$ cat src/design/assert_macros.svh
// Assertion helpers for the slot table RTL.
`ifndef ASSERT_MACROS_SVH
`define ASSERT_MACROS_SVH
`ifndef SYNTHESIS
`define RIS_ASSERT(lbl, clk, rstn, prop, msg) \
    lbl: assert property (@(posedge clk) disable iff (!(rstn)) (prop)) else $error(msg);
`define RIS_ASSERT_NEXT(lbl, clk, rstn, pre, post, msg) \
    lbl: assert property (@(posedge clk) disable iff (!(rstn)) (pre) |=> (post)) \
        else $error(msg);
`else
`define RIS_ASSERT(lbl, clk, rstn, prop, msg)
`define RIS_ASSERT_NEXT(lbl, clk, rstn, pre, post, msg)
`endif
`endif

$ cat src/design/ristab_pkg.sv
`timescale 1ns / 1ps
package ristab_pkg;

    localparam int TABLE_SLOTS_DEF     = 64;
    localparam int INODES_IN_BLOCK_DEF = 64;
    localparam int INODE_BYTES_DEF     = 64;

    localparam int MAX_IDX_W = 8;

    localparam logic [15:0] FIRST_BLOCK_RST = 16'd3;

    localparam logic [1:0] REQ_GET   = 2'd0;
    localparam logic [1:0] REQ_PUT   = 2'd1;
    localparam logic [1:0] REQ_CLEAR = 2'd2;

    localparam logic [2:0] ST_HIT      = 3'd0;
    localparam logic [2:0] ST_LOADED   = 3'd1;
    localparam logic [2:0] ST_FULL     = 3'd2;
    localparam logic [2:0] ST_IGNORED  = 3'd3;
    localparam logic [2:0] ST_RELEASED = 3'd4;
    localparam logic [2:0] ST_HELD     = 3'd5;
    localparam logic [2:0] ST_CLEARED  = 3'd6;

    localparam logic [1:0] ACT_NONE  = 2'd0;
    localparam logic [1:0] ACT_READ  = 2'd1;
    localparam logic [1:0] ACT_WRITE = 2'd2;

    typedef struct packed {
        logic                 valid;
        logic [1:0]           req;
        logic [15:0]          key;
        logic [5:0]           slot;
        logic                 hit;
        logic [MAX_IDX_W-1:0] hit_idx;
        logic                 free;
        logic [MAX_IDX_W-1:0] free_idx;
        logic                 put_hit;
        logic                 put_zero;
        logic [15:0]          put_inode;
    } probe_t;

    typedef struct packed {
        logic                 we;
        logic [MAX_IDX_W-1:0] idx;
        logic [15:0]          inode;
    } commit_t;

endpackage

$ cat src/design/ristab_cell.sv
`timescale 1ns / 1ps
module ristab_cell #(
    parameter int IDX = 0
) (
    input  logic               aclk,
    input  logic               aresetn,
    input  ristab_pkg::probe_t  probe_in,
    input  ristab_pkg::commit_t commit,
    output ristab_pkg::probe_t  probe_out
);
    import ristab_pkg::*;

    logic [15:0] inode_reg;
    logic [15:0] count_reg;
    logic [15:0] count_next;
    probe_t      probe_reg;
    probe_t      probe_next;
    logic        in_use;
    logic        slot_match;
    logic        commit_match;

    assign in_use       = (count_reg != 16'd0);
    assign slot_match   = (32'(probe_in.slot) == 32'(IDX));
    assign commit_match = commit.we && (commit.idx == MAX_IDX_W'(IDX));

    always_comb begin
        probe_next = probe_in;
        count_next = count_reg;
        if (probe_in.valid) begin
            case (probe_in.req)
                REQ_GET: begin
                    if (!probe_in.hit && in_use && inode_reg == probe_in.key) begin
                        probe_next.hit     = 1'b1;
                        probe_next.hit_idx = MAX_IDX_W'(IDX);
                        if (count_reg != 16'hFFFF) begin
                            count_next = count_reg + 16'd1;
                        end
                    end else if (!probe_in.free && !in_use) begin
                        probe_next.free     = 1'b1;
                        probe_next.free_idx = MAX_IDX_W'(IDX);
                    end
                end
                REQ_PUT: begin
                    if (slot_match && in_use) begin
                        probe_next.put_hit   = 1'b1;
                        probe_next.put_zero  = (count_reg == 16'd1);
                        probe_next.put_inode = inode_reg;
                        count_next           = count_reg - 16'd1;
                    end
                end
                REQ_CLEAR: begin
                    count_next = 16'd0;
                end
                default: begin
                end
            endcase
        end
        if (commit_match) begin
            count_next = 16'd1;
        end
    end

    always_ff @(posedge aclk) begin
        if (!aresetn) begin
            count_reg       <= 16'd0;
            probe_reg.valid <= 1'b0;
        end else begin
            count_reg       <= count_next;
            probe_reg.valid <= probe_next.valid;
        end
        probe_reg.req       <= probe_next.req;
        probe_reg.key       <= probe_next.key;
        probe_reg.slot      <= probe_next.slot;
        probe_reg.hit       <= probe_next.hit;
        probe_reg.hit_idx   <= probe_next.hit_idx;
        probe_reg.free      <= probe_next.free;
        probe_reg.free_idx  <= probe_next.free_idx;
        probe_reg.put_hit   <= probe_next.put_hit;
        probe_reg.put_zero  <= probe_next.put_zero;
        probe_reg.put_inode <= probe_next.put_inode;
        if (commit_match) begin
            inode_reg <= commit.inode;
        end
    end

    assign probe_out = probe_reg;

endmodule

$ cat config.mk
export PLATFORM = sky130hd
export DESIGN_NAME = ristab_cell
export DESIGN_NICKNAME = d
export VERILOG_FILES = /design/src/design/assert_macros.svh /design/src/design/ristab_pkg.sv /design/src/design/ristab_cell.sv
export SDC_FILE = /design/constraint.sdc
export NUM_CORES = 1
export LEC_CHECK = 0
export BUFFER_PORTS_ARGS = -buffer_cell sky130_fd_sc_hd__buf_4
export CORE_UTILIZATION = 49
export CTS_CLUSTER_SIZE = 10
export DETAILED_ROUTE_END_ITERATION = 6
export PLACE_DENSITY = 0.86
export REMOVE_ABC_BUFFERS = 1
export SLEW_MARGIN = 20
export SYNTH_ARGS = -nofsm -noshare
export SYNTH_HDL_FRONTEND = slang
export SYNTH_SLANG_ARGS = --single-unit
$ cat constraint.sdc
create_clock -name aclk -period 3.4 [get_ports aclk]
set_input_delay 0.17 -clock aclk [delete_from_list [all_inputs] [get_ports aclk]]
set_output_delay 0.17 -clock aclk [all_outputs]
set_load 0.005 [all_outputs]
==> metrics.csv <==
metric,value,unit
DP Cell Count,601,
ratio of cells with drive above 1 in the final layout,36.25,%
routed vias/inst,6.266,
drt pass-1 iters,6,
critical path type,reg -> reg,
Post-CTS Setup Bufs,0,
async set-or-reset flop fraction in the synthesized netlist,0,%
Critical Path Fanout Max,9,
max reg flops,61,
clock skew,12.60,ps
Vias,4148,
DRC Markers,0,
unrepaired setup endpoints after global routing,no,
"Largest stage delay, worst path",620,ps
Syn. warnings,0,
RR Endpoint,count_reg[12],
clock root cell,clkbuf_8,
crit path launch type,flip-flop,
first-pass GRT wire length,23.66,mm
Layout Cells excl Fill,662,
post_cts resized,0,
"Reg clk slew, reported paths",110,ps
"EDFF count, synth",16,
number of routed nets with antenna violations,0,
grt ovf,0,
most frequent cells in the layout,"buf_4 (153), dfxtp_1 (77), dlygate4sd3_1 (45)",
sequential-to-total area share from yosys stat,51.14,%
Final nets,650,
Yosys reg bits,93,
HPWL after detailed placement,8.063,mm
PwrDens,420.4,nW/um2
clock period minus worst slack,3237,ps
clock sink count,93,
fin util,73.71,%
CTS tree,yes,
H-tree depth,3,
Reg2Reg Setup Slack,160,ps
Setup crit end,count_reg[12],
highest clock rate,309.0,MHz
Setup WS pre-CTS,352.8,ps
starting density of the core,50.90,%
class of the most critical hold timing path,in -> reg,
GRT Total Usage,37.60,%
Fillers,452,
"most common cell after layout, fill and taps aside",buf_4,
CP required,3660,ps
IO buf count,148,
period utilization,95.20,%
setup_tns,0,ps
Die Area,8432,um2
Max Cap Viol,0,
core area,7767,um2
Overall Power,2407,uW
Final Hold Vio Count,0,
area of the multi-input gates,1754,um2
Least-Margin Pin Slew,855.2,ps
cell row count,32,
Placer Congestion,0.8925,
"Slowest-stage cell, CP",or4_4,
r2r startpoint,count_reg[0],
Die Y,91.83,um
Worst setup startpoint,count_reg[0],
Cells after Synth,373,
post-synthesis cell type count,62,
Mapped Area,3954,um2
vias in the first global route,4139,
Peak VDD IR,238.8,uV
ys flop type,dfxtp_1,
diode count,0,
Reg area,2022,um2
initial antenna violation count,1,
CTS Buf Count,9,
Clock Latency Late Sink,380,ps
worst hold stages,2,
critical path endpoint category,flip-flop,
status,"finished, final reports clean",
critical path data arrival time,3500,ps
area delta synth->final,44.81,%
largest net degree at the start of global routing,20,
final setup fails,0,
Syn Area/Cell,10.60,um2
# hold bufs at CTS,45,
Final Max Tran Viols,0,
worst-path cell chain,"inv_1, ha_1, or3b_2, nor4_1, or4_4, o31a_4, or3_2, a32o_1",
initial DRC count,462,
Max clock buf depth,2,
WL final,15.64,mm
WL per Instance,23.63,um
die width,91.83,um
LEAKAGE,0.002423,uW
R2R depth,8,
Slew HR,42.78,%
I/O pin count,149,
"Worst Setup Slack, final",163.3,ps
Yosys cell counts (3+ instances only):
library cell	count	area, um2
buf_6	3	33.78
ha_1	7	87.58
o41ai_1	3	26.28
a31oi_1	7	43.79
a32o_1	8	80.08
or4_1	7	52.55
nor4_1	8	50.05
or3_1	4	25.02
nand2_1	19	71.32
nor2b_1	22	137.6
a31o_2	4	35.03
edfxtp_1	16	480.5
nand2b_1	3	18.77
xor2_1	16	140.1
buf_4	4	30.03
clkbuf_1	10	37.54
nor2_1	16	60.06
o21ai_0	7	35.03
buf_2	8	40.04
inv_1	6	22.52
nor3_1	22	110.1
a21oi_1	10	50.05
nand3_1	8	40.04
mux2_2	16	180.2
a22oi_1	3	22.52
and2_1	3	18.77
o31ai_1	3	22.52
o22ai_1	3	18.77
and4_1	5	43.79
nand4_1	4	25.02
dfxtp_1	77	1541
metrics by stage:
| step | hold slack (ps) | area, um2 |
|---|---|---|
| 6_report | 8.317 | 5725 |
| 5_1_grt | 7.688 | 5725 |
| 4_1_cts | 5.714 | 5725 |
| 3_5_place_dp | 282.2 | 5075 |
| 3_3_place_gp | 281.6 | 5075 |
| 2_1_floorplan | 197.7 | 3799 |
worst max-delay path, delay by kind of cell (launching register included):
family,cells,cell delay [ps]
and+or+nand+nor,4,1530
AOI/OAI and AO/OA,2,700
DFF,1,500
adders and majority gates,1,260
buffers and inverters,1,140
how the worst min path moves through the flow:
stage | startpoint | endpoint
2_1_floorplan | probe_in[36] | probe_out[36]
3_3_place_gp | probe_in[40] | probe_out[40]
3_5_place_dp | probe_in[40] | probe_out[40]
4_1_cts | probe_in[25] | probe_out[25]
5_1_grt | probe_in[18] | probe_out[18]
6_report | probe_in[28] | probe_out[28]
power breakdown:
part | total [uW] | switching [uW] | internal [uW] | leakage (uW)
Clock | 778 | 468 | 310 | 0.000104
Sequential | 1200 | 31.5 | 1170 | 0.000788
Combinational | 432 | 203 | 229 | 0.00153
Total | 2410 | 703 | 1700 | 0.00242
cell type report:
class,count,area share (%)
Multi-Input combinational cell,247,30.64
Sequential cell,93,35.31
Timing Repair Buffer,198,27.93
Clock inverter,6,1.093
Inverter,6,0.3934
Clock buffer,10,2.404
Tap cell,102,2.229
routing by layer:
metal	part of all wire, %	GRT usage [%]	wire (um)
met5	0.083	0	13
met4	6.5	22.92	1015
met3	10	11.69	1598
met2	47	62.84	7416
met1	36	41.86	5599
cell families (layout without fill, tap and decap cells):
| group | after synthesis | after routing | share of synthesized area [%] |
|---|---|---|---|
| compound gates | 68 | 68 | 13.45 |
| flops | 93 | 93 | 51.14 |
| simple gates | 137 | 137 | 19.90 |
| mux | 17 | 17 | 4.810 |
| buf+inv | 33 | 220 | 4.494 |
| fa+ha+maj | 7 | 7 | 2.215 |
| xor+xnor | 18 | 18 | 3.987 |
No activity file was read; power rests on OpenSTA's default activity.
